==> src/rtl/core/bmprd_pkg.sv <==
package bmprd_pkg;

    localparam int MAX_WIDTH_DEF       = 4096;
    localparam int MAX_HEIGHT_DEF      = 4096;
    localparam int PALETTE_ENTRIES_DEF = 256;

    localparam int COORD_W    = 12;
    localparam int IN_DATA_W  = 40;
    localparam int OUT_DATA_W = 48;
    localparam int CFG_IDX_W  = 3;

    // pixel_format codes
    localparam logic [2:0] FMT_1BPP  = 3'd0;
    localparam logic [2:0] FMT_4BPP  = 3'd1;
    localparam logic [2:0] FMT_8BPP  = 3'd2;
    localparam logic [2:0] FMT_16BPP = 3'd3;
    localparam logic [2:0] FMT_24BPP = 3'd4;
    localparam logic [2:0] FMT_32BPP = 3'd5;

    // item kinds on tuser
    localparam logic KIND_PALETTE = 1'b0;
    localparam logic KIND_DATA    = 1'b1;

    // register indexes
    localparam logic [CFG_IDX_W-1:0] REG_PIXEL_FORMAT  = 3'd0;
    localparam logic [CFG_IDX_W-1:0] REG_USE_BIT_MASKS = 3'd1;
    localparam logic [CFG_IDX_W-1:0] REG_RED_MASK      = 3'd2;
    localparam logic [CFG_IDX_W-1:0] REG_GREEN_MASK    = 3'd3;
    localparam logic [CFG_IDX_W-1:0] REG_BLUE_MASK     = 3'd4;
    localparam logic [CFG_IDX_W-1:0] REG_IMAGE_WIDTH   = 3'd5;
    localparam logic [CFG_IDX_W-1:0] REG_IMAGE_HEIGHT  = 3'd6;
    localparam logic [CFG_IDX_W-1:0] REG_BOTTOM_UP     = 3'd7;

    localparam logic [31:0] RED_MASK_RST   = 32'h00FF_0000;
    localparam logic [31:0] GREEN_MASK_RST = 32'h0000_FF00;
    localparam logic [31:0] BLUE_MASK_RST  = 32'h0000_00FF;
    localparam logic [4:0]  RED_SHIFT_RST   = 5'd16;
    localparam logic [4:0]  GREEN_SHIFT_RST = 5'd8;
    localparam logic [4:0]  BLUE_SHIFT_RST  = 5'd0;

    localparam logic [15:0] MASK555_RED   = 16'h7C00;
    localparam logic [15:0] MASK555_GREEN = 16'h03E0;
    localparam logic [15:0] MASK555_BLUE  = 16'h001F;

    typedef struct packed {
        logic [2:0]  pixel_format;
        logic        use_bit_masks;
        logic [31:0] red_mask;
        logic [31:0] green_mask;
        logic [31:0] blue_mask;
        logic [4:0]  red_shift;
        logic [4:0]  green_shift;
        logic [4:0]  blue_shift;
        logic [12:0] image_width;
        logic [12:0] image_height;
        logic        bottom_up;
    } cfg_t;

    typedef struct packed {
        logic              is_pal;
        logic [7:0]        pal_idx;
        logic [23:0]       rgb;
        logic [COORD_W-1:0] dest_row;
        logic [COORD_W-1:0] column;
        logic              last;
    } pix_req_t;

    typedef struct packed {
        logic        en;
        logic [7:0]  index;
        logic [23:0] rgb;
    } pal_wr_t;

endpackage

==> src/rtl/core/bmprd_cfg.sv <==
module bmprd_cfg (
    input  logic                             aclk,
    input  logic                             aresetn,
    input  logic                             cfg_valid,
    output logic                             cfg_ready,
    input  logic [bmprd_pkg::CFG_IDX_W-1:0]  cfg_index,
    input  logic [31:0]                      cfg_data,
    output bmprd_pkg::cfg_t                  cfg
);

    bmprd_pkg::cfg_t cfg_reg, cfg_next;
    logic            wr_en;

    // count of trailing zeros, mask of zero gives a don't-care shift
    function automatic logic [4:0] trailing_zeros(input logic [31:0] m);
        logic [4:0] s;
        s = 5'd0;
        for (int i = 31; i >= 0; i--) begin
            if (m[i]) begin
                s = 5'(i);
            end
        end
        return s;
    endfunction

    assign cfg_ready = 1'b1;
    assign wr_en     = cfg_valid && cfg_ready;
    assign cfg       = cfg_reg;

    always_comb begin
        cfg_next = cfg_reg;
        if (wr_en) begin
            case (cfg_index)
                bmprd_pkg::REG_PIXEL_FORMAT:  cfg_next.pixel_format  = cfg_data[2:0];
                bmprd_pkg::REG_USE_BIT_MASKS: cfg_next.use_bit_masks = cfg_data[0];
                bmprd_pkg::REG_RED_MASK: begin
                    cfg_next.red_mask  = cfg_data;
                    cfg_next.red_shift = trailing_zeros(cfg_data);
                end
                bmprd_pkg::REG_GREEN_MASK: begin
                    cfg_next.green_mask  = cfg_data;
                    cfg_next.green_shift = trailing_zeros(cfg_data);
                end
                bmprd_pkg::REG_BLUE_MASK: begin
                    cfg_next.blue_mask  = cfg_data;
                    cfg_next.blue_shift = trailing_zeros(cfg_data);
                end
                bmprd_pkg::REG_IMAGE_WIDTH:  cfg_next.image_width  = cfg_data[12:0];
                bmprd_pkg::REG_IMAGE_HEIGHT: cfg_next.image_height = cfg_data[12:0];
                bmprd_pkg::REG_BOTTOM_UP:    cfg_next.bottom_up    = cfg_data[0];
                default: cfg_next = cfg_reg;
            endcase
        end
    end

    always_ff @(posedge aclk) begin
        if (!aresetn) begin
            cfg_reg.pixel_format  <= bmprd_pkg::FMT_24BPP;
            cfg_reg.use_bit_masks <= 1'b0;
            cfg_reg.red_mask      <= bmprd_pkg::RED_MASK_RST;
            cfg_reg.green_mask    <= bmprd_pkg::GREEN_MASK_RST;
            cfg_reg.blue_mask     <= bmprd_pkg::BLUE_MASK_RST;
            cfg_reg.red_shift     <= bmprd_pkg::RED_SHIFT_RST;
            cfg_reg.green_shift   <= bmprd_pkg::GREEN_SHIFT_RST;
            cfg_reg.blue_shift    <= bmprd_pkg::BLUE_SHIFT_RST;
            cfg_reg.image_width   <= 13'd1;
            cfg_reg.image_height  <= 13'd1;
            cfg_reg.bottom_up     <= 1'b1;
        end else begin
            cfg_reg <= cfg_next;
        end
    end

endmodule

==> config.mk <==
export PLATFORM = sky130hd
export DESIGN_NAME = bmprd_cfg
export DESIGN_NICKNAME = d
export VERILOG_FILES = /design/src/rtl/core/bmprd_pkg.sv /design/src/rtl/core/bmprd_cfg.sv
export SDC_FILE = /design/constraint.sdc
export NUM_CORES = 1
export LEC_CHECK = 0
export BUFFER_PORTS_ARGS = -buffer_cell sky130_fd_sc_hd__buf_2
export CORE_AREA = 8 8 149 95
export DETAILED_ROUTE_END_ITERATION = 8
export DIE_AREA = 0 0 157 103
export MAX_ROUTING_LAYER = met4
export PLACE_DENSITY = 0.8
export SLEW_MARGIN = 20
export SYNTH_ARGS = -nofsm -noshare
export SYNTH_HDL_FRONTEND = slang
export SYNTH_SLANG_ARGS = --single-unit
==> constraint.sdc <==
create_clock -name aclk -period 1.8 [get_ports aclk]
set_clock_uncertainty 0.2 [all_clocks]
set_input_delay 0.27 -clock aclk [delete_from_list [all_inputs] [get_ports aclk]]
set_output_delay 0.27 -clock aclk [all_outputs]
set_load 0.01 [all_outputs]
==> flow_results.xml, run 1 <==
<?xml version="1.0" encoding="UTF-8"?>
<metrics>
  <group name="layout">
    <metric name="num_antenna_cells" unit="">0</metric>
    <metric name="area_growth_syn_to_layout" unit="%">32.6</metric>
    <metric name="postLayoutCoreUtil" unit="%">65.4</metric>
    <metric name="final_layout_size_suffix_gt1_share" unit="%">29.7</metric>
    <metric name="largest_register_ff_count" unit="">142</metric>
    <metric name="design.final.nets" unit="">929</metric>
  </group>
  <group name="setup_path">
    <metric name="critical-path-max-stage-delay" unit="ns">0.55</metric>
    <metric name="critPathKind" unit="">primary input to flop</metric>
    <metric name="path_cells" unit="">dlygate4sd3_1, buf_2, o311ai_0, a21oi_1, o21ai_1, o21ai_1</metric>
    <metric name="critical_path.slowest_cell" unit="">dlygate4sd3_1</metric>
    <metric name="crit_path_end_kind" unit="">flop</metric>
    <metric name="worst_ep_arrival_time" unit="ns">1.81</metric>
    <metric name="crit_fanout" unit="">8</metric>
    <metric name="register_to_register_setup_slack" unit="ns">0.89</metric>
    <metric name="worstSetupStartpointType" unit="">primary input</metric>
    <metric name="worst_path_most_repeated_cell" unit="">o21ai_1</metric>
    <metric name="critPathRequiredTime" unit="ns">1.89</metric>
  </group>
  <group name="pwr">
    <metric name="power_frac_seq" unit="%">42.9</metric>
    <metric name="irDropWorstVdd" unit="uV">605</metric>
    <metric name="power.internal" unit="mW">5.83</metric>
    <metric name="power.share.switching" unit="%">23.1</metric>
    <metric name="power.total" unit="mW">7.59</metric>
    <metric name="share_of_power_burned_in_combinational_logic" unit="%">8.8</metric>
    <metric name="clock_power_share" unit="%">48.3</metric>
    <metric name="power.net_switching" unit="mW">1.76</metric>
    <metric name="cellLeakagePower" unit="nW">3.36</metric>
    <metric name="areal_power_density_over_the_cells" unit="mW/mm^2">982</metric>
  </group>
  <group name="route">
    <metric name="num_vias" unit="">5620</metric>
    <metric name="drc_errors" unit="">0</metric>
    <metric name="number_of_vias_per_cell" unit="">5.26</metric>
    <metric name="final_routed_wire_length_divided_by_cell_count" unit="um">18.2</metric>
    <metric name="antenna_left" unit="">0</metric>
    <metric name="dr.pass1.iters" unit="">7</metric>
    <metric name="detail_route.iter0.violations" unit="">458</metric>
    <metric name="routed_wl" unit="mm">19.4</metric>
  </group>
  <group name="run">
    <metric name="drv_cap" unit="">0</metric>
  </group>
  <group name="logic_synthesis">
    <metric name="postSynth.asyncResetShare" unit="%">0</metric>
    <metric name="syn_nets" unit="">736</metric>
    <metric name="yosysSeqAreaShare" unit="%">48.7</metric>
    <metric name="synth.yosys.warnings" unit="">0</metric>
    <metric name="ys_seq_elements" unit="">142</metric>
    <metric name="avgSynthCellArea" unit="um^2">8.36</metric>
    <metric name="synth_area" unit="mm^2">0.00583</metric>
    <metric name="synth_enable_flop_cells" unit="">0</metric>
    <metric name="ys.flop_type" unit="">dfxtp_1</metric>
    <metric name="synthesis.instances" unit="">698</metric>
    <metric name="synthDistinctLibCells" unit="">44</metric>
  </group>
  <group name="floorplan">
    <metric name="core_region_area" unit="mm^2">0.0118</metric>
    <metric name="starting_density_of_the_core" unit="%">49.3</metric>
    <metric name="num_rows" unit="">31</metric>
    <metric name="fp.dieArea" unit="mm^2">0.0162</metric>
    <metric name="die_width" unit="um">157</metric>
    <metric name="vertical_die_dimension" unit="um">103</metric>
    <metric name="boundaryPins" unit="">181</metric>
  </group>
  <group name="global_route">
    <metric name="vias_in_the_first_global_route" unit="">5488</metric>
    <metric name="grt_antenna_before_repair" unit="">0</metric>
    <metric name="grt_start_max_net_pins" unit="">61</metric>
    <metric name="globalRouteOverflowTotal" unit="">0</metric>
    <metric name="global_route_wire_length_before_repair" unit="mm">29.6</metric>
    <metric name="track_usage" unit="%">24.6</metric>
  </group>
  <group name="cts">
    <metric name="cts.clk_slew.worst_paths" unit="ns">0.06</metric>
    <metric name="max-clock-path-buffers" unit="">2</metric>
    <metric name="clk_root_buf" unit="">clkbuf_16</metric>
    <metric name="clkSinkCount" unit="">142</metric>
    <metric name="tritoncts" unit="">yes</metric>
    <metric name="htree_levels" unit="">4</metric>
    <metric name="tritoncts.num_buffers" unit="">17</metric>
    <metric name="clock_latency" unit="ns">0.41</metric>
  </group>
  <group name="sta">
    <metric name="setup_viol" unit="">0</metric>
    <metric name="maxClockFrequency" unit="MHz">581</metric>
    <metric name="final-max-slew-violation-count" unit="">0</metric>
    <metric name="hold_viol_final" unit="">0</metric>
    <metric name="post-route-period-util" unit="%">95.7</metric>
    <metric name="timing.final.crit_period" unit="ns">1.72</metric>
  </group>
  <group name="placement">
    <metric name="buffer_ports.inserted" unit="">179</metric>
    <metric name="dpl.hpwl" unit="mm">13.9</metric>
    <metric name="routabilityCongestion" unit="">0.830</metric>
  </group>
  <group name="run_status">
    <metric name="outcome" unit="">finished, final reports clean</metric>
  </group>
  <group name="min_path">
    <metric name="hold_class" unit="">primary input to flop</metric>
  </group>
</metrics>
## cell families (layout without fill, tap and decap cells)
group,count (synthesis),after routing,share of synthesized area (%)
buffers and inverters,62,267,6.43
other,1,1,0.0643
and+or+nand+nor,349,349,26.8
AOI/OAI and AO/OA,139,139,17.1
muxes,5,5,0.858
DFF,142,142,48.7
## critical path, delay by kind of cell
family / cells / cell delay, ns
buffers and inverters: 2 / 0.73
AOI/OAI and AO/OA: 4 / 0.82
## final cells by class
type | count | area [um^2]
clock buffers | 21 | 450
clock inverters | 10 | 163
fillers | 1019 | 4100
inverters | 4 | 15.0
multi-input cells | 494 | 2630
flip-flops and latches | 142 | 2840
well taps | 165 | 206
repair buffers | 232 | 1420
## cell usage after synthesis (5+ instances only)
| cell | n | area share (%) |
|---|---|---|
| a21oi_1 | 7 | 0.60 |
| nor4_4 | 5 | 1.8 |
| o211ai_1 | 6 | 0.77 |
| o21ai_1 | 7 | 0.60 |
| dfxtp_1 | 142 | 49 |
| nand2b_1 | 6 | 0.64 |
| nand3_1 | 36 | 3.1 |
| nor2b_1 | 8 | 0.86 |
| nor2_1 | 15 | 0.96 |
| mux2i_1 | 5 | 0.86 |
| o21ai_0 | 6 | 0.51 |
| nand2_1 | 259 | 17 |
| a21boi_1 | 52 | 6.7 |
| buf_2 | 16 | 1.4 |
| clkbuf_1 | 26 | 1.7 |
| a21boi_0 | 48 | 6.2 |
## layer usage
metal	global-route usage, %	vias to the layer above	part of all wire [%]
met5	-	-	0
met4	5.95	0	0.82
met3	6.74	14	9.3
met2	35.7	240	43
met1	33.3	2681	47
li1	-	2685	-
## power by group through the flow
stage / Combinational, mW / Sequential [mW] / Clock, mW
6_report: 0.664 / 3.26 / 3.67
5_1_grt: 0.714 / 3.27 / 3.85
4_1_cts: 0.657 / 3.26 / 3.70
3_5_place_dp: 0.634 / 3.33 / 0
3_3_place_gp: 0.630 / 3.32 / 0
2_1_floorplan: 0.303 / 3.36 / 0
## placed cells by master (no fill, tap or decap), types with 7 or more instances in the layout
cell	netlist	layout
a21boi_1	52	52
dlygate4sd3_1	0	8
nand2_1	259	259
buf_12	3	7
buf_4	3	38
nand3_1	36	35
a21boi_0	48	48
nor2_1	15	15
o21ai_1	7	7
nor2b_1	8	8
clkbuf_16	0	17
buf_2	16	176
dfxtp_1	142	142
a21oi_1	7	7
## stage by stage
stage               setup WS [ns]  hold WS (ns)  instance area (um^2)  std cells   TNS, ns
floorplan                   0.174         0.194                  5830        698         0
global placement           0.0499         0.239                  6990       1027         0
detailed placement         0.0214         0.242                  6990       1027         0
CTS                       0.00425       0.00529                  7710       1068         0
global route             -0.00629        0.0282                  7730       1068  -0.00629
finish                     0.0778        0.0267                  7730       1068         0
## what timing repair did
action	CTS	global route
buffers inserted	0	1
resized for setup	0	7
setup endpoints to repair	0	12
hold buffers	10	0
hold endpoints to repair	22	0
## worst paths after layout
kind	cells past startpoint	start	endpoint
setup reg to reg	2	cfg[112]	cfg[112]
hold reg to reg	2	cfg[97]	cfg[97]
hold / removal	3	cfg_data[16]	cfg[122]
setup / recovery	6	cfg_data[23]	cfg[33]
Power figures use the tool's default switching activity.
==> run 2, diff against run 1 <==
--- a/config.mk
+++ b/config.mk
@@ -6,11 +6,11 @@
 export NUM_CORES = 1
 export LEC_CHECK = 0
 export BUFFER_PORTS_ARGS = -buffer_cell sky130_fd_sc_hd__buf_2
-export CORE_AREA = 8 8 149 95
+export CORE_AREA = 8 8 155 99
 export DETAILED_ROUTE_END_ITERATION = 8
-export DIE_AREA = 0 0 157 103
+export DIE_AREA = 0 0 163 107
 export MAX_ROUTING_LAYER = met4
-export PLACE_DENSITY = 0.8
+export PLACE_DENSITY = 0.78
 export SLEW_MARGIN = 20
 export SYNTH_ARGS = -nofsm -noshare
 export SYNTH_HDL_FRONTEND = slang
==> constraint.sdc (replaced) <==
create_clock -name aclk -period 1.5 [get_ports aclk]
set_clock_uncertainty 0.2 [all_clocks]
set_input_delay 0.225 -clock aclk [delete_from_list [all_inputs] [get_ports aclk]]
set_output_delay 0.225 -clock aclk [all_outputs]
set_load 0.01 [all_outputs]
==> flow_results.xml, run 2 (same netlist as run 1, synthesis figures left out) <==
<?xml version="1.0" encoding="UTF-8"?>
<metrics>
  <group name="run_status">
    <metric name="outcome" unit="">finished, final reports clean</metric>
  </group>
  <group name="route">
    <metric name="antenna_left" unit="">0</metric>
    <metric name="drc_errors" unit="">0</metric>
    <metric name="routed_wl" unit="mm">19.8</metric>
    <metric name="final_routed_wire_length_divided_by_cell_count" unit="um">17.8</metric>
    <metric name="dr.pass1.iters" unit="">7</metric>
    <metric name="num_vias" unit="">5657</metric>
    <metric name="detail_route.iter0.violations" unit="">470</metric>
    <metric name="number_of_vias_per_cell" unit="">5.09</metric>
  </group>
  <group name="cts">
    <metric name="clk_root_buf" unit="">clkbuf_16</metric>
    <metric name="max-clock-path-buffers" unit="">2</metric>
    <metric name="postCtsResizedCells" unit="">0</metric>
    <metric name="htree_levels" unit="">4</metric>
    <metric name="clkSinkCount" unit="">142</metric>
    <metric name="clock_latency" unit="ns">0.41</metric>
    <metric name="cts.clk_slew.worst_paths" unit="ns">0.06</metric>
    <metric name="tritoncts" unit="">yes</metric>
    <metric name="tritoncts.num_buffers" unit="">17</metric>
  </group>
  <group name="layout">
    <metric name="num_antenna_cells" unit="">0</metric>
    <metric name="area_growth_syn_to_layout" unit="%">36.9</metric>
    <metric name="postLayoutCellArea" unit="mm^2">0.00799</metric>
    <metric name="postLayoutCoreUtil" unit="%">60.8</metric>
    <metric name="design.final.nets" unit="">961</metric>
    <metric name="final_common_cell" unit="">nand2_1</metric>
    <metric name="final_layout_size_suffix_gt1_share" unit="%">32.7</metric>
    <metric name="n_fill_cell" unit="">1174</metric>
    <metric name="largest_register_ff_count" unit="">142</metric>
    <metric name="layout.cells.most_common_list" unit="">nand2_1, buf_2, dfxtp_1</metric>
  </group>
  <group name="sta">
    <metric name="final-max-slew-violation-count" unit="">0</metric>
    <metric name="rsz0062_at_grt" unit="">no</metric>
    <metric name="post-route-period-util" unit="%">91.1</metric>
    <metric name="maxClockFrequency" unit="MHz">732</metric>
    <metric name="setup_viol" unit="">0</metric>
    <metric name="hold_viol_final" unit="">0</metric>
    <metric name="timing.final.crit_period" unit="ns">1.37</metric>
    <metric name="layout_setup_ws" unit="ns">0.133</metric>
    <metric name="fin_hold_ws" unit="ns">0.0143</metric>
    <metric name="finalSetupTns" unit="ns">0</metric>
  </group>
  <group name="run">
    <metric name="drv_cap" unit="">0</metric>
  </group>
  <group name="global_route">
    <metric name="grt_start_max_net_pins" unit="">73</metric>
    <metric name="globalRouteOverflowTotal" unit="">0</metric>
    <metric name="vias_in_the_first_global_route" unit="">5422</metric>
    <metric name="grt_antenna_before_repair" unit="">0</metric>
    <metric name="global_route_wire_length_before_repair" unit="mm">30.5</metric>
    <metric name="track_usage" unit="%">23.0</metric>
  </group>
  <group name="setup_path">
    <metric name="critPathRequiredTime" unit="ns">1.07</metric>
    <metric name="critPathKind" unit="">flop to output pin</metric>
    <metric name="cp-endpoint" unit="">cfg[120]</metric>
    <metric name="timing.rr.end" unit="">cfg[3]</metric>
    <metric name="critical-path-max-stage-delay" unit="ns">0.33</metric>
    <metric name="crit_path_start" unit="">cfg[120]</metric>
    <metric name="critical_path_cell_count" unit="">1</metric>
    <metric name="ff2ff_path_depth" unit="">2</metric>
    <metric name="worst_ep_arrival_time" unit="ns">0.94</metric>
    <metric name="critical_path.top_delay_family" unit="">flip-flops</metric>
    <metric name="r2r_start" unit="">cfg[3]</metric>
    <metric name="crit_path_end_kind" unit="">output pin</metric>
    <metric name="path_cells" unit="">buf_2</metric>
    <metric name="worst-path-buf-inv" unit="">1</metric>
    <metric name="register_to_register_setup_slack" unit="ns">0.63</metric>
    <metric name="critical_path.slowest_cell" unit="">dfxtp_1</metric>
    <metric name="worstSetupStartpointType" unit="">flop</metric>
    <metric name="crit_fanout" unit="">2</metric>
  </group>
  <group name="min_path">
    <metric name="hold_class" unit="">primary input to flop</metric>
  </group>
  <group name="pwr">
    <metric name="areal_power_density_over_the_cells" unit="mW/mm^2">1110</metric>
    <metric name="cellLeakagePower" unit="nW">3.50</metric>
    <metric name="irDropWorstVdd" unit="uV">674</metric>
  </group>
  <group name="placement">
    <metric name="dpl.hpwl" unit="mm">14.6</metric>
    <metric name="placement.setup.worst_slack" unit="ns">-0.210</metric>
    <metric name="routabilityCongestion" unit="">0.850</metric>
    <metric name="detailed_place.area" unit="mm^2">0.00734</metric>
    <metric name="buffer_ports.inserted" unit="">179</metric>
  </group>
  <group name="floorplan">
    <metric name="vertical_die_dimension" unit="um">107</metric>
    <metric name="boundaryPins" unit="">181</metric>
    <metric name="starting_density_of_the_core" unit="%">44.4</metric>
    <metric name="fp.dieArea" unit="mm^2">0.0174</metric>
    <metric name="num_rows" unit="">33</metric>
    <metric name="die_width" unit="um">163</metric>
    <metric name="core_region_area" unit="mm^2">0.0131</metric>
  </group>
</metrics>
-- run 2: cell types whose count changed in the layout (fill, tap and decap cells not counted), sizes merged --
cell | before | now
inv | 5 | 7
clkinv | 3 | 5
dlymetal6s4s | 2 | 0
clkbuf | 21 | 20
buf | 222 | 256
clkinvlp | 2 | 3
bufinv | 4 | 1
-- run 2: how the worst min path moves through the flow --
stage / slack (ns) / depth (start not counted) / startpoint / to
2_1_floorplan: 0.15 / 2 / cfg_data[17] / cfg[123]
3_3_place_gp: 0.24 / 2 / cfg[60] / cfg[60]
3_5_place_dp: 0.24 / 2 / cfg[58] / cfg[58]
4_1_cts: 0.0002 / 4 / cfg_data[29] / cfg[103]
5_1_grt: 0.004 / 4 / cfg_data[29] / cfg[103]
6_report: 0.01 / 4 / cfg_data[31] / cfg[105]
-- run 2: where the power goes --
group | switching [mW] | internal, mW
clock network | 1.69 | 2.38
logic | 0.499 | 0.372
registers | 0.0468 | 3.86
-- run 2: layout make-up --
type | count | area, um^2 | area share (%)
Timing Repair Buffer | 264 | 1710 | 21.4
Inverter | 4 | 15.0 | 0.188
Tap cell | 175 | 219 | 2.74
Multi-Input combinational cell | 494 | 2640 | 33.0
Clock inverter | 12 | 111 | 1.39
Sequential cell | 142 | 2840 | 35.6
Clock buffer | 20 | 457 | 5.72
-- run 2: routing by layer --
metal  GRT usage (%)  share of wire [%]  vias to the layer above
met5               -                  0                        -
met4            4.63               0.48                        0
met3            6.54                9.4                       10
met2            32.2                 41                      213
met1            32.2                 49                     2691
li1                -                  -                     2743
-- run 2: metrics by stage --
stage	power (mW)	instances
4_1_cts	8.88	1111
5_1_grt	9.14	1111
3_3_place_gp	4.82	1071
3_5_place_dp	4.83	1071
2_1_floorplan	4.40	698
6_report	8.85	1111
-- run 2: what timing repair did --
item                      CTS  global route
hold buffers                8             0
setup buffers               0             0
hold endpoints to repair    9             0
==> run 3, diff against run 2 <==
==> config.mk (replaced) <==
export PLATFORM = sky130hd
export DESIGN_NAME = bmprd_cfg
export DESIGN_NICKNAME = d
export VERILOG_FILES = /design/src/rtl/core/bmprd_pkg.sv /design/src/rtl/core/bmprd_cfg.sv
export SDC_FILE = /design/constraint.sdc
export NUM_CORES = 1
export LEC_CHECK = 0
export ABC_AREA = 1
export BUFFER_PORTS_ARGS = -buffer_cell sky130_fd_sc_hd__buf_4
export CORE_AREA = 8 8 148 94
export DETAILED_ROUTE_END_ITERATION = 8
export DIE_AREA = 0 0 156 102
export MAX_ROUTING_LAYER = met4
export PLACE_DENSITY = 0.77
export SLEW_MARGIN = 20
export SYNTH_ARGS = -nofsm -noshare
export SYNTH_HDL_FRONTEND = slang
export SYNTH_SLANG_ARGS = --single-unit
==> flow_results.xml, run 3 <==
<?xml version="1.0" encoding="UTF-8"?>
<metrics>
  <group name="run_status">
    <metric name="outcome" unit="">complete, but fails checks</metric>
    <metric name="violations" unit="">hold timing, setup timing</metric>
  </group>
  <group name="run">
    <metric name="drv_cap" unit="">0</metric>
  </group>
  <group name="pwr">
    <metric name="irDropWorstVdd" unit="uV">750</metric>
    <metric name="areal_power_density_over_the_cells" unit="mW/mm^2">1170</metric>
    <metric name="cellLeakagePower" unit="nW">3.73</metric>
    <metric name="power.total" unit="mW">9.31</metric>
  </group>
  <group name="global_route">
    <metric name="track_usage" unit="%">22.9</metric>
    <metric name="global_route_wire_length_before_repair" unit="mm">27.8</metric>
    <metric name="globalRouteOverflowTotal" unit="">0</metric>
    <metric name="vias_in_the_first_global_route" unit="">5274</metric>
    <metric name="grt_start_max_net_pins" unit="">64</metric>
    <metric name="grt_antenna_before_repair" unit="">0</metric>
  </group>
  <group name="sta">
    <metric name="finalSetupTns" unit="ns">-2.57</metric>
    <metric name="maxClockFrequency" unit="MHz">483</metric>
    <metric name="rsz0062_at_grt" unit="">yes</metric>
    <metric name="fin_hold_ws" unit="ns">-0.113</metric>
    <metric name="post-route-period-util" unit="%">138</metric>
    <metric name="setup_viol" unit="">6</metric>
    <metric name="timing.final.crit_period" unit="ns">2.07</metric>
    <metric name="final-max-slew-violation-count" unit="">0</metric>
    <metric name="layout_setup_ws" unit="ns">-0.570</metric>
    <metric name="hold_viol_final" unit="">1</metric>
  </group>
  <group name="cts">
    <metric name="clock_latency" unit="ns">0.41</metric>
    <metric name="tritoncts.num_buffers" unit="">17</metric>
    <metric name="clk_root_buf" unit="">clkbuf_16</metric>
    <metric name="cts.clk_slew.worst_paths" unit="ns">0.06</metric>
    <metric name="max-clock-path-buffers" unit="">2</metric>
    <metric name="htree_levels" unit="">4</metric>
    <metric name="cts_hold_buf" unit="">15</metric>
    <metric name="tritoncts" unit="">yes</metric>
    <metric name="clkSinkCount" unit="">142</metric>
  </group>
  <group name="placement">
    <metric name="detailed_place.area" unit="mm^2">0.00707</metric>
    <metric name="placedCellCount" unit="">967</metric>
    <metric name="routabilityCongestion" unit="">0.839</metric>
    <metric name="dpl.hpwl" unit="mm">12.8</metric>
    <metric name="buffer_ports.inserted" unit="">179</metric>
  </group>
  <group name="setup_path">
    <metric name="ff2ff_path_depth" unit="">2</metric>
    <metric name="critical_path.slowest_cell" unit="">a21oi_2</metric>
    <metric name="worstSetupStartpointType" unit="">primary input</metric>
    <metric name="crit_path_end_kind" unit="">flop</metric>
    <metric name="critical-path-max-stage-delay" unit="ns">0.15</metric>
    <metric name="worst_path_most_repeated_cell" unit="">nand2_1</metric>
    <metric name="critPathRequiredTime" unit="ns">1.63</metric>
    <metric name="critPathKind" unit="">primary input to flop</metric>
    <metric name="crit_fanout" unit="">3</metric>
    <metric name="worst_ep_arrival_time" unit="ns">2.20</metric>
  </group>
  <group name="route">
    <metric name="number_of_vias_per_cell" unit="">5.16</metric>
    <metric name="dr.pass1.iters" unit="">5</metric>
    <metric name="final_routed_wire_length_divided_by_cell_count" unit="um">18.1</metric>
    <metric name="routed_wl" unit="mm">18.4</metric>
    <metric name="antenna_left" unit="">0</metric>
    <metric name="detail_route.iter0.violations" unit="">221</metric>
    <metric name="num_vias" unit="">5250</metric>
    <metric name="drc_errors" unit="">0</metric>
  </group>
  <group name="floorplan">
    <metric name="vertical_die_dimension" unit="um">102</metric>
    <metric name="boundaryPins" unit="">181</metric>
    <metric name="core_region_area" unit="mm^2">0.0118</metric>
    <metric name="starting_density_of_the_core" unit="%">42.9</metric>
    <metric name="die_width" unit="um">156</metric>
    <metric name="fp.dieArea" unit="mm^2">0.0159</metric>
    <metric name="num_rows" unit="">31</metric>
  </group>
  <group name="layout">
    <metric name="layout.cells.most_common_list" unit="">buf_4, dfxtp_1, o21ai_0</metric>
    <metric name="postLayoutCoreUtil" unit="%">67.9</metric>
    <metric name="number_of_cells_in_the_finished_layout_apart_from_fillers" unit="">1017</metric>
    <metric name="final_common_cell" unit="">buf_4</metric>
    <metric name="num_antenna_cells" unit="">0</metric>
    <metric name="final_layout_size_suffix_gt1_share" unit="%">36.3</metric>
    <metric name="postLayoutCellArea" unit="mm^2">0.00798</metric>
    <metric name="area_growth_syn_to_layout" unit="%">58.4</metric>
    <metric name="design.final.nets" unit="">877</metric>
    <metric name="largest_register_ff_count" unit="">142</metric>
  </group>
  <group name="logic_synthesis">
    <metric name="synthDistinctLibCells" unit="">23</metric>
    <metric name="dominant_cell_by_count_in_the_synthesized_netlist" unit="">dfxtp_1</metric>
    <metric name="yosysSeqAreaShare" unit="%">56.4</metric>
    <metric name="avgSynthCellArea" unit="um^2">8.40</metric>
    <metric name="synth_commonest_cells" unit="">dfxtp_1, o21ai_0, a21oi_1</metric>
    <metric name="synth_enable_flop_cells" unit="">0</metric>
    <metric name="ys.flop_type" unit="">dfxtp_1</metric>
    <metric name="syn_nets" unit="">638</metric>
    <metric name="post-synth-top-area-fraction" unit="%">56.4</metric>
    <metric name="synthesis.instances" unit="">600</metric>
    <metric name="synth_largest_area_cell" unit="">dfxtp_1</metric>
    <metric name="synth.yosys.warnings" unit="">0</metric>
    <metric name="ys_seq_elements" unit="">142</metric>
    <metric name="synth_area" unit="mm^2">0.00504</metric>
    <metric name="leading_cell_types_by_total_area_after_synthesis" unit="">dfxtp_1, o21ai_0, a21oi_1</metric>
    <metric name="postSynth.asyncResetShare" unit="%">0</metric>
  </group>
  <group name="min_path">
    <metric name="hold_class" unit="">primary input to flop</metric>
    <metric name="hold-path-cell-count" unit="">3</metric>
  </group>
</metrics>
run 3: changes by cell type after synthesis, sizes merged, moves of 28 or more:
| cell | previous run | this run |
|---|---|---|
| a21boi | 100 | 0 |
| o21ai | 13 | 118 |
| nand2 | 259 | 71 |
| nand3 | 36 | 8 |
| inv | 4 | 37 |
| a21oi | 9 | 113 |
run 3: where the power goes:
| group | total (mW) | switching [mW] | internal, mW |
|---|---|---|---|
| logic | 1.03 | 0.537 | 0.489 |
| clock network | 4.30 | 1.63 | 2.68 |
| registers | 3.99 | 0.0789 | 3.91 |
| total | 9.31 | 2.24 | 7.07 |
run 3: path summary, 6_finish.rpt:
kind | start | end | slack, ns
min | cfg_data[0] | cfg[1] | -0.11
min reg2reg | cfg[48] | cfg[48] | 0.28
max reg2reg | cfg[19] | cfg[19] | 0.56
max | cfg_data[30] | cfg[32] | -0.57
run 3: stage by stage:
step	worst slack (ns)	hold WS (ns)
final	-0.570	-0.113
after global placement	-0.957	0.258
after detailed placement	-0.970	0.272
after floorplan	-0.531	0.151
after CTS	-0.499	-0.121
after global routing	-0.866	-0.125
run 3: kinds of logic (layout without fill, tap and decap cells):
| logic type | Yosys count | after routing | synth area share, % |
|---|---|---|---|
| and+or+nand+nor | 111 | 111 | 8.81 |
| buffers and inverters | 85 | 337 | 7.00 |
| AOI/OAI and AO/OA | 261 | 261 | 27.7 |
| DFF | 142 | 142 | 56.4 |
| other | 1 | 1 | 0.0744 |
run 3: layout make-up:
class | count | area (um^2)
clock buffer | 20 | 447
clock inverter | 12 | 160
fill | 947 | 3770
inverter | 44 | 214
multi-input combinational | 373 | 1960
sequential | 142 | 2840
tap | 165 | 206
timing repair buffer | 261 | 2150
run 3: timing repair:
item,4_1_cts,5_1_grt
endpoints found under the setup margin,12,36
gates resized for setup,9,18
buffers inserted,1,1
pin swaps,9,22
gates cloned,0,1
endpoints found under the hold margin,36,1
run 3: per-layer routing:
layer	up-vias	part of all wire (%)	global-route usage, %
li1	2537	-	-
met1	2496	44	27.3
met2	203	46	36.0
met3	14	9.6	8.61
met4	0	0.70	6.08
met5	-	0	-
run 3: worst max-delay path, delay by kind of cell:
family          cells  cell delay, ns
buf+inv             2            0.15
simple gates       31            1.65
compound gates      1            0.15
