`src/rtl/core/bmprd_pkg.sv`:
```
package bmprd_pkg;

    localparam int MAX_WIDTH_DEF       = 4096;
    localparam int MAX_HEIGHT_DEF      = 4096;
    localparam int PALETTE_ENTRIES_DEF = 256;

    localparam int COORD_W    = 12;
    localparam int IN_DATA_W  = 40;
    localparam int OUT_DATA_W = 48;
    localparam int CFG_IDX_W  = 3;

    // pixel_format codes
    localparam logic [2:0] FMT_1BPP  = 3'd0;
    localparam logic [2:0] FMT_4BPP  = 3'd1;
    localparam logic [2:0] FMT_8BPP  = 3'd2;
    localparam logic [2:0] FMT_16BPP = 3'd3;
    localparam logic [2:0] FMT_24BPP = 3'd4;
    localparam logic [2:0] FMT_32BPP = 3'd5;

    // item kinds on tuser
    localparam logic KIND_PALETTE = 1'b0;
    localparam logic KIND_DATA    = 1'b1;

    // register indexes
    localparam logic [CFG_IDX_W-1:0] REG_PIXEL_FORMAT  = 3'd0;
    localparam logic [CFG_IDX_W-1:0] REG_USE_BIT_MASKS = 3'd1;
    localparam logic [CFG_IDX_W-1:0] REG_RED_MASK      = 3'd2;
    localparam logic [CFG_IDX_W-1:0] REG_GREEN_MASK    = 3'd3;
    localparam logic [CFG_IDX_W-1:0] REG_BLUE_MASK     = 3'd4;
    localparam logic [CFG_IDX_W-1:0] REG_IMAGE_WIDTH   = 3'd5;
    localparam logic [CFG_IDX_W-1:0] REG_IMAGE_HEIGHT  = 3'd6;
    localparam logic [CFG_IDX_W-1:0] REG_BOTTOM_UP     = 3'd7;

    localparam logic [31:0] RED_MASK_RST   = 32'h00FF_0000;
    localparam logic [31:0] GREEN_MASK_RST = 32'h0000_FF00;
    localparam logic [31:0] BLUE_MASK_RST  = 32'h0000_00FF;
    localparam logic [4:0]  RED_SHIFT_RST   = 5'd16;
    localparam logic [4:0]  GREEN_SHIFT_RST = 5'd8;
    localparam logic [4:0]  BLUE_SHIFT_RST  = 5'd0;

    localparam logic [15:0] MASK555_RED   = 16'h7C00;
    localparam logic [15:0] MASK555_GREEN = 16'h03E0;
    localparam logic [15:0] MASK555_BLUE  = 16'h001F;

    typedef struct packed {
        logic [2:0]  pixel_format;
        logic        use_bit_masks;
        logic [31:0] red_mask;
        logic [31:0] green_mask;
        logic [31:0] blue_mask;
        logic [4:0]  red_shift;
        logic [4:0]  green_shift;
        logic [4:0]  blue_shift;
        logic [12:0] image_width;
        logic [12:0] image_height;
        logic        bottom_up;
    } cfg_t;

    typedef struct packed {
        logic              is_pal;
        logic [7:0]        pal_idx;
        logic [23:0]       rgb;
        logic [COORD_W-1:0] dest_row;
        logic [COORD_W-1:0] column;
        logic              last;
    } pix_req_t;

    typedef struct packed {
        logic        en;
        logic [7:0]  index;
        logic [23:0] rgb;
    } pal_wr_t;

endpackage

```
`src/rtl/core/bmprd_unpack.sv`:
```
module bmprd_unpack #(
    parameter int MAX_WIDTH  = bmprd_pkg::MAX_WIDTH_DEF,
    parameter int MAX_HEIGHT = bmprd_pkg::MAX_HEIGHT_DEF
) (
    input  logic                             aclk,
    input  logic                             aresetn,
    input  bmprd_pkg::cfg_t                  cfg,
    input  logic                             s_tvalid,
    output logic                             s_tready,
    input  logic [bmprd_pkg::IN_DATA_W-1:0]  s_tdata,
    input  logic                             s_tuser,
    output bmprd_pkg::pal_wr_t               pal_wr,
    output logic                             req_valid,
    input  logic                             req_ready,
    output bmprd_pkg::pix_req_t              req
);

    localparam int WW = $clog2(MAX_WIDTH + 1);
    localparam int HW = $clog2(MAX_HEIGHT + 1);
    localparam int PW = $clog2(MAX_WIDTH) + 3;

    // derived geometry
    logic [WW-1:0] width;
    logic [HW-1:0] height;
    logic [PW:0]   wide_w, row_bytes, pitch;

    // per-row state
    logic [23:0]   asm_reg, asm_next;
    logic [1:0]    bip_reg, bip_next;
    logic [WW-1:0] col_reg, col_next;
    logic [PW-1:0] rbc_reg, rbc_next;
    logic [HW-1:0] row_reg, row_next;

    // run register: one accepted byte draining its pixels
    logic          run_valid_reg, run_valid_next;
    logic [7:0]    run_byte_reg, run_byte_next;
    logic [2:0]    run_fmt_reg, run_fmt_next;
    logic [2:0]    run_k_reg, run_k_next;
    logic [3:0]    run_left_reg, run_left_next;
    logic [WW-1:0] run_col_reg, run_col_next;
    logic [bmprd_pkg::COORD_W-1:0] run_dest_reg, run_dest_next;
    logic [23:0]   run_rgb_reg, run_rgb_next;

    logic          s_fire, data_go, in_row, is_direct, complete, load, req_fire, row_end;
    logic [7:0]    d;
    logic [HW-1:0] rc_eff, dest;
    logic [WW-1:0] rem;
    logic [3:0]    n;
    logic [2:0]    need;
    logic [31:0]   word_raw, word;
    logic [7:0]    r, g, b;
    logic [PW:0]   rbc_inc;

    assign d = s_tdata[7:0];

    always_comb begin
        if (cfg.image_width == 13'd0) begin
            width = WW'(1);
        end else if (32'(cfg.image_width) > 32'(MAX_WIDTH)) begin
            width = WW'(MAX_WIDTH);
        end else begin
            width = WW'(cfg.image_width);
        end
        if (cfg.image_height == 13'd0) begin
            height = HW'(1);
        end else if (32'(cfg.image_height) > 32'(MAX_HEIGHT)) begin
            height = HW'(MAX_HEIGHT);
        end else begin
            height = HW'(cfg.image_height);
        end
    end

    assign wide_w = (PW+1)'(width);

    always_comb begin
        case (cfg.pixel_format)
            bmprd_pkg::FMT_1BPP:  row_bytes = (wide_w + (PW+1)'(7)) >> 3;
            bmprd_pkg::FMT_4BPP:  row_bytes = (wide_w + (PW+1)'(1)) >> 1;
            bmprd_pkg::FMT_8BPP:  row_bytes = wide_w;
            bmprd_pkg::FMT_16BPP: row_bytes = wide_w << 1;
            bmprd_pkg::FMT_24BPP: row_bytes = wide_w + (wide_w << 1);
            bmprd_pkg::FMT_32BPP: row_bytes = wide_w << 2;
            default:              row_bytes = wide_w;
        endcase
    end

    // rows are padded to whole 32-bit words
    assign pitch = (row_bytes + (PW+1)'(3)) & ~((PW+1)'(3));

    assign req_fire = req_valid && req_ready;
    assign s_tready = !run_valid_reg || (run_left_reg == 4'd1 && req_ready);
    assign s_fire   = s_tvalid && s_tready;
    assign data_go  = s_fire && (s_tuser == bmprd_pkg::KIND_DATA)
                      && (cfg.pixel_format <= bmprd_pkg::FMT_32BPP);

    assign rc_eff = (row_reg >= height) ? HW'(0) : row_reg;
    assign dest   = cfg.bottom_up ? (height - HW'(1) - rc_eff) : rc_eff;
    assign in_row = col_reg < width;
    assign rem    = width - col_reg;

    assign is_direct = cfg.pixel_format >= bmprd_pkg::FMT_16BPP;

    always_comb begin
        case (cfg.pixel_format)
            bmprd_pkg::FMT_16BPP: need = 3'd2;
            bmprd_pkg::FMT_24BPP: need = 3'd3;
            default:              need = 3'd4;
        endcase
    end

    assign complete = ({1'b0, bip_reg} + 3'd1) >= need;
    assign word_raw = {8'd0, asm_reg} | (32'(d) << {bip_reg, 3'b000});
    assign word     = (cfg.pixel_format == bmprd_pkg::FMT_16BPP)
                      ? (word_raw & 32'h0000_FFFF) : word_raw;

    always_comb begin
        if (cfg.pixel_format != bmprd_pkg::FMT_24BPP && cfg.use_bit_masks) begin
            r = 8'((word & cfg.red_mask)   >> cfg.red_shift);
            g = 8'((word & cfg.green_mask) >> cfg.green_shift);
            b = 8'((word & cfg.blue_mask)  >> cfg.blue_shift);
        end else if (cfg.pixel_format == bmprd_pkg::FMT_16BPP) begin
            r = 8'((word[15:0] & bmprd_pkg::MASK555_RED)   >> 10);
            g = 8'((word[15:0] & bmprd_pkg::MASK555_GREEN) >> 5);
            b = 8'(word[15:0] & bmprd_pkg::MASK555_BLUE);
        end else begin
            r = word[23:16];
            g = word[15:8];
            b = word[7:0];
        end
    end

    // pixels this byte yields
    always_comb begin
        case (cfg.pixel_format)
            bmprd_pkg::FMT_1BPP: n = (rem >= WW'(8)) ? 4'd8 : 4'(rem);
            bmprd_pkg::FMT_4BPP: n = (rem >= WW'(2)) ? 4'd2 : 4'd1;
            bmprd_pkg::FMT_8BPP: n = 4'd1;
            default:             n = complete ? 4'd1 : 4'd0;
        endcase
    end

    assign load    = data_go && in_row && (n != 4'd0);
    assign rbc_inc = (PW+1)'(rbc_reg) + (PW+1)'(1);
    assign row_end = rbc_inc >= pitch;

    always_comb begin
        asm_next = asm_reg;
        bip_next = bip_reg;
        col_next = col_reg;
        rbc_next = rbc_reg;
        row_next = row_reg;
        if (data_go) begin
            row_next = rc_eff;
            if (in_row) begin
                col_next = col_reg + WW'(n);
                if (is_direct) begin
                    if (complete) begin
                        asm_next = 24'd0;
                        bip_next = 2'd0;
                    end else begin
                        asm_next = word_raw[23:0];
                        bip_next = bip_reg + 2'd1;
                    end
                end
            end
            if (row_end) begin
                rbc_next = '0;
                col_next = '0;
                bip_next = 2'd0;
                asm_next = 24'd0;
                row_next = ((rc_eff + HW'(1)) >= height) ? HW'(0) : rc_eff + HW'(1);
            end else begin
                rbc_next = PW'(rbc_inc);
            end
        end
    end

    always_comb begin
        run_valid_next = run_valid_reg;
        run_byte_next  = run_byte_reg;
        run_fmt_next   = run_fmt_reg;
        run_k_next     = run_k_reg;
        run_left_next  = run_left_reg;
        run_col_next   = run_col_reg;
        run_dest_next  = run_dest_reg;
        run_rgb_next   = run_rgb_reg;
        if (req_fire) begin
            run_k_next    = run_k_reg + 3'd1;
            run_left_next = run_left_reg - 4'd1;
            run_col_next  = run_col_reg + WW'(1);
            if (run_left_reg == 4'd1) begin
                run_valid_next = 1'b0;
            end
        end
        if (load) begin
            run_valid_next = 1'b1;
            run_byte_next  = d;
            run_fmt_next   = cfg.pixel_format;
            run_k_next     = 3'd0;
            run_left_next  = n;
            run_col_next   = col_reg;
            run_dest_next  = bmprd_pkg::COORD_W'(dest);
            run_rgb_next   = {r, g, b};
        end
    end

    always_ff @(posedge aclk) begin
        if (!aresetn) begin
            asm_reg       <= 24'd0;
            bip_reg       <= 2'd0;
            col_reg       <= '0;
            rbc_reg       <= '0;
            row_reg       <= '0;
            run_valid_reg <= 1'b0;
            run_left_reg  <= 4'd0;
            run_k_reg     <= 3'd0;
        end else begin
            asm_reg       <= asm_next;
            bip_reg       <= bip_next;
            col_reg       <= col_next;
            rbc_reg       <= rbc_next;
            row_reg       <= row_next;
            run_valid_reg <= run_valid_next;
            run_left_reg  <= run_left_next;
            run_k_reg     <= run_k_next;
        end
    end

    always_ff @(posedge aclk) begin
        run_byte_reg <= run_byte_next;
        run_fmt_reg  <= run_fmt_next;
        run_col_reg  <= run_col_next;
        run_dest_reg <= run_dest_next;
        run_rgb_reg  <= run_rgb_next;
    end

    assign pal_wr.en    = s_fire && (s_tuser == bmprd_pkg::KIND_PALETTE);
    assign pal_wr.index = s_tdata[15:8];
    assign pal_wr.rgb   = {s_tdata[23:16], s_tdata[31:24], s_tdata[39:32]};

    assign req_valid = run_valid_reg;

    always_comb begin
        req.is_pal   = run_fmt_reg <= bmprd_pkg::FMT_8BPP;
        req.rgb      = run_rgb_reg;
        req.dest_row = run_dest_reg;
        req.column   = bmprd_pkg::COORD_W'(run_col_reg);
        req.last     = run_left_reg == 4'd1;
        case (run_fmt_reg)
            bmprd_pkg::FMT_1BPP: req.pal_idx = {7'd0, run_byte_reg[3'(3'd7 - run_k_reg)]};
            bmprd_pkg::FMT_4BPP: req.pal_idx = (run_k_reg == 3'd0)
                                               ? {4'd0, run_byte_reg[7:4]}
                                               : {4'd0, run_byte_reg[3:0]};
            default:             req.pal_idx = run_byte_reg;
        endcase
    end

    a_accept_only_on_drain: assert property (@(posedge aclk) disable iff (!aresetn)
        (s_fire && run_valid_reg) |-> (req_fire && run_left_reg == 4'd1))
        else $error("item taken while run still busy");

    a_run_empties: assert property (@(posedge aclk) disable iff (!aresetn)
        (req_fire && run_left_reg == 4'd1 && !load) |=> !run_valid_reg)
        else $error("run not released after its last pixel");

    a_column_in_row: assert property (@(posedge aclk) disable iff (!aresetn)
        (load && !row_end) |=> (col_reg <= width))
        else $error("column count ran past image width");

    a_direct_single: assert property (@(posedge aclk) disable iff (!aresetn)
        (run_valid_reg && run_fmt_reg >= bmprd_pkg::FMT_16BPP) |-> run_left_reg == 4'd1)
        else $error("direct colour byte with more than one pixel");

endmodule

```
`config.mk`:
```
export PLATFORM = sky130hd
export DESIGN_NAME = bmprd_unpack
export DESIGN_NICKNAME = d
export VERILOG_FILES = /design/src/rtl/core/bmprd_pkg.sv /design/src/rtl/core/bmprd_unpack.sv
export SDC_FILE = /design/constraint.sdc
export NUM_CORES = 1
export LEC_CHECK = 0
export BUFFER_PORTS_ARGS = -buffer_cell sky130_fd_sc_hd__buf_2
export CORE_UTILIZATION = 28
export DETAILED_ROUTE_END_ITERATION = 12
export GPL_TIMING_DRIVEN = 1
export HOLD_SLACK_MARGIN = 0.05
export PLACE_DENSITY_LB_ADDON = 0.08
export SYNTH_ARGS = -nofsm -noshare
export SYNTH_HDL_FRONTEND = slang
export SYNTH_SLANG_ARGS = --single-unit
```
`constraint.sdc`:
```
create_clock -name aclk -period 16.9 [get_ports aclk]
set_input_delay 3.38 -clock aclk [delete_from_list [all_inputs] [get_ports aclk]]
set_output_delay 3.38 -clock aclk [all_outputs]
set_load 0.005 [all_outputs]
```
==> results.py, run 1 <==
metrics = {
    "drt": {
        "routed_wl_um": 57860,
        "wl_met2_um": 27160,
        "ant_nets": 0,
        "vias_per_cell": 5.504,
        "dr_wl_met3_um": 2583,
        "highest_layer": "met5",
        "vias": 14940,
        "wl_per_cell_um": 21.32,
        "detail_route.iter0.violations": 1089,
        "m1WireLength_um": 26990,
        "drc": 0,
        "drt_pre_antenna_iters": 5,
    },
    "critical_path": {
        "path_max_fanout": 30,
        "path_class": "in2reg",
        "crit_required_ns": 17.31,
        "cp.arrival_ns": 9.90,
        "start_kind": "primary input",
        "critPathCaptureType": "flip-flop",
    },
    "clocking": {
        "cts_resized": 0,
        "cts_buffers": 17,
        "cts.clk_slew.worst_paths_ns": 0.07,
        "hold_buffers": 0,
        "clock_latency_ns": 0.48,
        "htreeDepth": 4,
        "ctsRootBufferMaster": "clkbuf_16",
        "postCtsSetupBuffers": 0,
        "clock_sinks": 134,
        "clockBufferDepth": 2,
        "cts_tree": "yes",
    },
    "timing": {
        "max_slew_margin": 0.3925,
        "skew_ns": 0.01117,
        "slew_violations": 0,
        "finalSetupViolations": 0,
        "finalCriticalPeriod_ns": 9.493,
        "tightest_slew_ns": 0.9079,
        "tns_ns": 0,
        "fin_hold_ws_ns": 0.4750,
        "rsz0062_at_grt": "no",
        "finalHoldViolations": 0,
        "max_freq_ghz": 0.1053,
        "finalCritPeriodShare": 0.5617,
    },
    "global_route": {
        "grt_max_degree": 51,
        "track_usage": 0.2121,
        "antenna_found_initial": 7,
        "grt_overflow": 0,
        "first_global_vias": 14470,
        "grt_pass1_wl_um": 87350,
    },
    "die": {
        "initial_core_util": 0.2833,
        "rows": 84,
        "dieArea_um2": 54090,
        "die_w_um": 232.6,
        "fp.dieH_um": 232.6,
        "pin_count": 280,
        "core_area_um2": 52550,
    },
    "cells_and_area": {
        "drive_gt1_frac": 0.1699,
        "area_growth_pct": 12.99,
        "regArea_um2": 3273,
        "fin_nets": 2297,
        "multi_input_area_um2": 10640,
        "fillCellCount": 5648,
    },
    "power": {
        "p_leak_nw": 6.826,
        "power_density_nw_per_um2": 58.81,
        "total_power_mw": 0.9891,
        "ir_drop_mv": 0.07712,
    },
    "placed_design": {
        "gp_congestion": 0.8909,
        "dp_hpwl_um": 44190,
        "io_buffers": 215,
    },
    "logic_synthesis": {
        "ys.flop_type": "dfxtp_1",
        "ys_seq_area_frac": 0.2199,
        "yosys_warnings": 0,
        "ys_types": 97,
        "async_reset_ff_frac": 0,
        "avgSynthCellArea_um2": 7.777,
        "syn_inst": 1914,
        "synth_edf_count": 59,
        "netlist_area_um2": 14890,
        "synth_seq_cells": 134,
        "synth_fp_nets": 2199,
    },
    "flow_run": {
        "cap_violations": 0,
    },
    "min_path": {
        "min-delay-path-class": "reg2reg",
    },
    "run_status": {
        "status": "completed",
    },
}
## where the power goes
group	switching, mW	internal (mW)
Combinational	0.163	0.0963
Sequential	0.00504	0.346
Clock	0.182	0.197
## Yosys cell counts (all sizes together), types with 4 or more instances
| cell | instances | share of area |
|---|---|---|
| o221ai | 12 | 0.0071 |
| nand2b | 17 | 0.0076 |
| o31ai | 4 | 0.0020 |
| a211o | 4 | 0.0024 |
| o21a | 13 | 0.0066 |
| nor4 | 12 | 0.0065 |
| ha | 96 | 0.081 |
| a22oi | 26 | 0.013 |
| o211ai | 24 | 0.012 |
| nand2 | 167 | 0.042 |
| inv | 68 | 0.017 |
| a31oi | 20 | 0.0088 |
| nand3 | 131 | 0.044 |
| or3b | 4 | 0.0024 |
| o21ai | 137 | 0.046 |
| a32o | 4 | 0.0027 |
| a2111oi | 4 | 0.0024 |
| edfxtp | 59 | 0.12 |
| or2 | 7 | 0.0029 |
| or3 | 6 | 0.0025 |
| nor2b | 34 | 0.014 |
| xnor2 | 57 | 0.034 |
| xor2 | 40 | 0.024 |
| nor3 | 32 | 0.011 |
| buf | 55 | 0.025 |
| a221oi | 10 | 0.0063 |
| a211oi | 14 | 0.0074 |
| o2111ai | 5 | 0.0029 |
| mux2 | 16 | 0.012 |
| a21boi | 4 | 0.0020 |
| nor2 | 186 | 0.047 |
| clkbuf | 98 | 0.025 |
| nand3b | 19 | 0.0096 |
| a21o | 31 | 0.016 |
| and3 | 29 | 0.012 |
| nor3b | 7 | 0.0035 |
| and3b | 15 | 0.0088 |
| o22ai | 8 | 0.0034 |
| a21oi | 171 | 0.058 |
| nand4 | 10 | 0.0046 |
| dfxtp | 75 | 0.10 |
| mux4 | 27 | 0.041 |
| mux2i | 99 | 0.067 |
## worst paths after layout
kind	slack, ns	start	to	cells past startpoint
max	7.41	cfg[26]	asm_reg[21]$_SDFFE_PN0P_	24
min	0.48	rbc_reg[14]$_SDFFE_PN0P_	rbc_reg[14]$_SDFFE_PN0P_	2
max reg2reg	10.72	row_reg[6]$_SDFFE_PN0P_	row_reg[8]$_SDFFE_PN0P_	24
min reg2reg	0.48	rbc_reg[14]$_SDFFE_PN0P_	rbc_reg[14]$_SDFFE_PN0P_	2
## cells in the final DEF (no fill, tap or decap), drive strengths merged, types with 29 or more instances in the layout
| cell type | instances |
|---|---|
| a21o | 31 |
| a21oi | 171 |
| and3 | 29 |
| buf | 232 |
| dfxtp | 75 |
| edfxtp | 59 |
| ha | 96 |
| inv | 78 |
| mux2i | 99 |
| nand2 | 167 |
| nand3 | 131 |
| nor2 | 186 |
| nor2b | 34 |
| nor3 | 32 |
| o21ai | 137 |
| xnor2 | 57 |
| xor2 | 40 |
## layout make-up
cell class	count	area share
Tap cell	688	0.05118
Inverter	69	0.01540
Timing Repair Buffer	232	0.07157
Multi-Input combinational cell	1558	0.6326
Sequential cell	134	0.1946
Clock buffer	17	0.02529
Antenna cell	1	0.0001488
Clock inverter	15	0.009150
## metrics by stage
step,utilization,setup slack [ns],instance area (um2),instances
global placement,0.3090,7.184,16240,2681
detailed placement,0.3090,6.963,16240,2681
global route,0.3200,6.726,16820,2713
floorplan,-,8.071,14890,1914
CTS,0.3200,7.447,16820,2713
finish,0.3200,7.407,16820,2714
## critical path: stages
cell	delay, ns
buf_2	0.46
inv_1	0.26
nand2_1	0.24
inv_1	0.11
ha_1	0.32
ha_1	0.27
o311ai_0	0.62
a31oi_1	0.24
a21oi_1	0.21
xor2_1	0.08
o21ai_0	0.32
nor4bb_1	0.25
nor4b_2	0.31
xnor2_1	0.17
ha_1	0.26
a211o_1	0.32
o221a_2	0.28
o31a_1	0.12
o31ai_1	0.22
buf_4	0.22
o21a_1	0.65
or2_1	0.35
a22oi_1	0.14
nor2_1	0.11
## layer usage
layer  global-route usage  vias up
li1                     -     7211
met1               0.2848     7245
met2               0.3468      415
met3              0.03223       59
met4              0.06516        8
met5                    0        -
## logic make-up after synthesis
| kind of cell | synth area share |
|---|---|
| mux | 0.1198 |
| buf+inv | 0.06666 |
| simple gates | 0.2297 |
| flops | 0.2199 |
| xor+xnor | 0.05707 |
| fa+ha+maj | 0.08338 |
| compound gates | 0.2235 |
Note: power is estimated with default switching activity, not from simulation.
==> inputs of run 2 (changes only) <==
==> constraint.sdc (replaced) <==
create_clock -name aclk -period 9.85 [get_ports aclk]
set_input_delay 1.97 -clock aclk [delete_from_list [all_inputs] [get_ports aclk]]
set_output_delay 1.97 -clock aclk [all_outputs]
set_load 0.005 [all_outputs]
==> run 2 against run 1 <==
Combinational power is 70% higher. Non-clock buffer count is 1 higher. Power is 69% higher. Hold slack better by 0.015 ns. Register-to-register slack worse by 7.0 ns. Core utilization hardly changed. Global-route usage is 0.29 points lower. Clock-buffer cell count is 2 higher. Highest routed layer unchanged.
==> results.py, run 2 (same netlist as run 1, synthesis figures left out) <==
metrics = {
    "drt": {
        "ant_nets": 0,
        "detail_route.iter0.violations": 987,
        "routed_wl_um": 57050,
        "vias": 14850,
        "vias_per_cell": 5.468,
        "drt_pre_antenna_iters": 7,
        "wl_per_cell_um": 21.01,
        "drc": 0,
    },
    "timing": {
        "tns_ns": 0,
        "rsz0062_at_grt": "no",
        "max_freq_ghz": 0.1210,
        "finalCritPeriodShare": 0.8393,
        "skew_ns": 0.01501,
        "finalCriticalPeriod_ns": 8.267,
        "fin_hold_ws_ns": 0.4897,
        "finalSetupViolations": 0,
        "max_slew_margin": 0.3771,
        "slew_violations": 0,
        "finalHoldViolations": 0,
        "tightest_slew_ns": 0.9320,
    },
    "min_path": {
        "hold_path_end": "rbc_reg[14]$_SDFFE_PN0P_",
        "min_path_cells": 2,
        "min-delay-path-class": "reg2reg",
        "holdCritStartpoint": "rbc_reg[14]$_SDFFE_PN0P_",
    },
    "clocking": {
        "cts_resized": 0,
        "cts.clk_slew.worst_paths_ns": 0.06,
        "clock_latency_ns": 0.46,
        "cts_tree": "yes",
        "clock_sinks": 134,
        "postCtsSetupBuffers": 0,
        "hold_buffers": 0,
        "htreeDepth": 4,
        "cts_buffers": 17,
        "ctsRootBufferMaster": "clkbuf_16",
        "clockBufferDepth": 2,
    },
    "die": {
        "core_area_um2": 52550,
        "pin_count": 280,
        "initial_core_util": 0.2833,
        "rows": 84,
        "dieArea_um2": 54090,
        "die_w_um": 232.6,
        "fp.dieH_um": 232.6,
    },
    "critical_path": {
        "cp.arrival_ns": 8.64,
        "r2r_slack_ns": 3.74,
        "crit_family": "compound AO/OA/AOI/OAI gates",
        "crit_slowest_cell": "or3_1",
        "path_class": "in2reg",
        "path_max_fanout": 30,
        "crit_required_ns": 10.22,
        "critPathMaxStageDelay_ns": 0.61,
        "start_kind": "primary input",
        "timing.rr.end": "row_reg[7]$_SDFFE_PN0P_",
        "worstPathCellList": "buf_2 > inv_1 > nand2_1 > inv_1 > ha_1 > ha_1 > o311ai_0 > a31oi_1 > a21oi_1 > xor2_1 > o21ai_0 > nor4bb_1 > nor4b_2 > xnor2_1 > ha_1 > a211o_1 > o221a_2 > nand2_1 > a211oi_1 > or3_1 > buf_4 > o21ai_1 > a21oi_1 > a211oi_1",
        "crit_top_cell": "ha_1",
        "reg2reg_depth": 24,
        "reg2reg_from": "row_reg[6]$_SDFFE_PN0P_",
        "crit_buf_inv": 4,
        "critPathCaptureType": "flip-flop",
    },
    "flow_run": {
        "cap_violations": 0,
    },
    "run_status": {
        "status": "completed",
    },
    "placed_design": {
        "io_buffers": 215,
        "placed_cell_area_um2": 16240,
        "gp_congestion": 0.8710,
        "dp_hpwl_um": 43590,
        "dp.cells": 2682,
    },
    "global_route": {
        "grt_max_degree": 51,
        "grt_overflow": 0,
        "track_usage": 0.2092,
        "grt_pass1_wl_um": 86550,
        "first_global_vias": 14460,
        "antenna_found_initial": 6,
    },
    "cells_and_area": {
        "fin_cells": 2716,
        "fin_nets": 2298,
        "final_cell_mix": "buf_2 (215), nor2_1 (186), a21oi_1 (168)",
        "area_growth_pct": 12.93,
        "drive_gt1_frac": 0.1698,
        "final_area_um2": 16810,
        "layout_commonest_cell": "buf_2",
    },
    "power": {
        "ir_drop_mv": 0.1645,
        "p_leak_nw": 6.819,
        "power_density_nw_per_um2": 99.63,
    },
}
-- run 2: cell types whose count changed in the layout (fill, tap and decap cells not counted), sizes merged --
cell,previous run,this run
clkinv,6,12
clkbuf,17,19
buf,232,233
inv,78,69
clkinvlp,0,1
diode,1,2
-- run 2: final cells by class --
class,count,area [um2]
Antenna cell,2,5.005
Clock buffer,19,464.2
Clock inverter,13,96.34
Fill cell,5660,35740
Inverter,69,259.0
Multi-Input combinational cell,1558,10640
Sequential cell,134,3273
Tap cell,688,860.8
Timing Repair Buffer,233,1211
-- run 2: worst min-delay path, stage by stage (launching register included) --
cell,delay (ns)
dfxtp_1,0.33
nand2_1,0.06
a21oi_1,0.05
-- run 2: worst max path at each step --
stage	slack [ns]	startpoint	endpoint	depth (start not counted)
after floorplan	2.43	cfg[13]	row_reg[6]$_SDFFE_PN0P_	30
after global placement	1.40	cfg[26]	rbc_reg[2]$_SDFFE_PN0P_	23
after detailed placement	1.23	cfg[26]	row_reg[2]$_SDFFE_PN0P_	23
after CTS	1.68	cfg[26]	row_reg[2]$_SDFFE_PN0P_	23
after global routing	0.86	cfg[26]	row_reg[2]$_SDFFE_PN0P_	24
final	1.58	cfg[26]	row_reg[2]$_SDFFE_PN0P_	24
-- run 2: metrics by stage --
stage | util | worst slack [ns] | power, mW
after detailed placement | 0.3091 | 1.235 | 1.054
after global placement | 0.3091 | 1.402 | 1.056
after CTS | 0.3198 | 1.684 | 1.692
final | 0.3199 | 1.583 | 1.675
after floorplan | - | 2.431 | 0.9129
after global routing | 0.3198 | 0.8568 | 1.758
-- run 2: power breakdown --
group / internal [mW] / switching [mW] / total [mW]
clock: 0.344 / 0.287 / 0.631
sequential: 0.594 / 0.00867 / 0.603
combinational: 0.165 / 0.275 / 0.441
total: 1.10 / 0.571 / 1.67
-- run 2: routing by layer --
metal | routed length [um] | vias to the layer above | GRT usage | share of wire
met1 | 26470 | 7151 | 0.2797 | 0.46
met3 | 2571 | 72 | 0.02978 | 0.045
met5 | 48 | - | 0 | 0.00084
met2 | 26550 | 415 | 0.3395 | 0.47
li1 | - | 7206 | - | -
met4 | 1417 | 8 | 0.07700 | 0.025
==> inputs of run 3 (changes only) <==
==> constraint.sdc (replaced) <==
create_clock -name aclk -period 8.3 [get_ports aclk]
set_input_delay 1.66 -clock aclk [delete_from_list [all_inputs] [get_ports aclk]]
set_output_delay 1.66 -clock aclk [all_outputs]
set_load 0.005 [all_outputs]
==> run 3 against run 2 <==
Global-route usage increased by 0.13 points. Critical endpoint unchanged. Die area unchanged. Largest power group unchanged. Critical path depth unchanged. Worst setup slack got worse by 0.65 ns. Register-to-register slack got worse by 1.5 ns. Cell count increased by 0.29%.
==> results.py, run 3 (same netlist as run 1, synthesis figures left out) <==
metrics = {
    "run_status": {
        "status": "completed",
    },
    "timing": {
        "max_slew_margin": 0.4025,
        "fin_ws_ns": 0.9370,
        "finalCritPeriodShare": 0.8871,
        "finalSetupViolations": 0,
        "finalHoldViolations": 0,
        "skew_ns": 0.01565,
        "tightest_slew_ns": 0.8941,
        "max_freq_ghz": 0.1358,
        "rsz0062_at_grt": "no",
        "fin_hold_ws_ns": 0.4878,
        "finalCriticalPeriod_ns": 7.363,
        "slew_violations": 0,
        "tns_ns": 0,
    },
    "die": {
        "die_w_um": 232.6,
        "rows": 84,
        "pin_count": 280,
        "initial_core_util": 0.2833,
        "core_area_um2": 52550,
        "dieArea_um2": 54090,
        "fp.dieH_um": 232.6,
    },
    "critical_path": {
        "start_kind": "primary input",
        "crit_slowest_cell": "o311ai_0",
        "worstPathCellList": "buf_2 > inv_1 > nand2_1 > inv_1 > ha_1 > ha_1 > o311ai_0 > a31oi_1 > a21oi_1 > xor2_1 > o21ai_0 > nor4bb_1 > nor4b_2 > xnor2_1 > ha_1 > a211o_1 > o221a_2 > o31a_1 > or3_1 > buf_4 > o21ai_1 > buf_4 > a21oi_1 > a211oi_1",
        "crit_family": "compound AO/OA/AOI/OAI gates",
        "crit_required_ns": 8.68,
        "path_max_fanout": 23,
        "cp.arrival_ns": 7.75,
        "r2r_slack_ns": 2.24,
        "path_class": "in2reg",
        "crit_buf_inv": 5,
        "crit_top_cell": "ha_1",
        "critPathCaptureType": "flip-flop",
        "critPathMaxStageDelay_ns": 0.65,
    },
    "cells_and_area": {
        "multi_input_area_um2": 10640,
        "area_growth_pct": 13.83,
        "drive_gt1_frac": 0.1730,
        "regArea_um2": 3273,
        "final_cell_mix": "buf_2 (215), nor2_1 (186), a21oi_1 (168)",
        "layout_commonest_cell": "buf_2",
        "fin_nets": 2307,
        "fillCellCount": 5676,
    },
    "flow_run": {
        "cap_violations": 0,
    },
    "clocking": {
        "cts.clk_slew.worst_paths_ns": 0.06,
        "postCtsSetupBuffers": 0,
        "clockBufferDepth": 2,
        "ctsRootBufferMaster": "clkbuf_16",
        "cts_tree": "yes",
        "htreeDepth": 4,
        "hold_buffers": 0,
        "cts_resized": 0,
        "cts_buffers": 17,
        "clock_sinks": 134,
        "clock_latency_ns": 0.47,
    },
    "placed_design": {
        "dp_hpwl_um": 44040,
        "dpl_worst_slack_ns": 0.4710,
        "gp_congestion": 0.8768,
        "io_buffers": 215,
    },
    "drt": {
        "drt_pre_antenna_iters": 5,
        "drc": 0,
        "routed_wl_um": 57160,
        "vias": 14940,
        "wl_per_cell_um": 20.98,
        "ant_nets": 0,
        "vias_per_cell": 5.485,
        "detail_route.iter0.violations": 1038,
    },
    "min_path": {
        "min-delay-path-class": "reg2reg",
    },
    "global_route": {
        "track_usage": 0.2105,
        "grt_max_degree": 45,
        "grt_pass1_wl_um": 86800,
        "antenna_found_initial": 8,
        "first_global_vias": 14320,
        "grt_overflow": 0,
    },
    "power": {
        "total_power_mw": 2.094,
        "ir_drop_mv": 0.1746,
        "p_leak_nw": 6.884,
        "power_density_nw_per_um2": 123.6,
    },
}
-- run 3: cell types whose count changed in the layout (fill, tap and decap cells not counted), moves of 2 or more --
cell       change
buf_4          +9
bufinv_16      +4
clkinv_2       -3
clkbuf_1       +2
clkinv_4       -2
-- run 3: layer usage --
metal / global-route usage / up-vias / wire (um)
li1: - / 7227 / -
met1: 0.2836 / 7202 / 26440
met2: 0.3394 / 421 / 26580
met3: 0.03934 / 76 / 2866
met4: 0.06046 / 14 / 1188
met5: 0 / - / 80
-- run 3: worst paths after layout --
check / startpoint / endpoint / cells after the start
hold / removal: rbc_reg[14]$_SDFFE_PN0P_ / rbc_reg[14]$_SDFFE_PN0P_ / 2
setup reg to reg: row_reg[6]$_SDFFE_PN0P_ / row_reg[6]$_SDFFE_PN0P_ / 24
setup / recovery: cfg[26] / row_reg[2]$_SDFFE_PN0P_ / 24
hold reg to reg: rbc_reg[14]$_SDFFE_PN0P_ / rbc_reg[14]$_SDFFE_PN0P_ / 2
-- run 3: worst min-delay path, delay by kind of cell, from the launching register on --
family          cells  cell delay, ns
flops               1            0.33
simple gates        1            0.06
compound gates      1            0.05
-- run 3: metrics by stage --
stage               cell area [um2]  instances  utilization
floorplan                     14890       1914            -
global placement              16310       2691       0.3104
global route                  16940       2723       0.3224
detailed placement            16310       2691       0.3104
finish                        16940       2724       0.3224
CTS                           16940       2723       0.3224
-- run 3: cell type report --
class,instances,share of cell area
Clock buffer,19,0.02555
Timing Repair Buffer,242,0.07547
Inverter,69,0.01529
Tap cell,688,0.05080
Antenna cell,1,0.0001477
Multi-Input combinational cell,1558,0.6280
Clock inverter,13,0.01159
Sequential cell,134,0.1932
-- run 3: where the power goes --
group	switching [mW]	internal, mW	total (mW)	leakage, nW
combinational	0.328	0.199	0.526	5.44
sequential	0.0101	0.705	0.715	1.15
clock	0.346	0.507	0.853	0.299
total	0.684	1.41	2.09	6.88
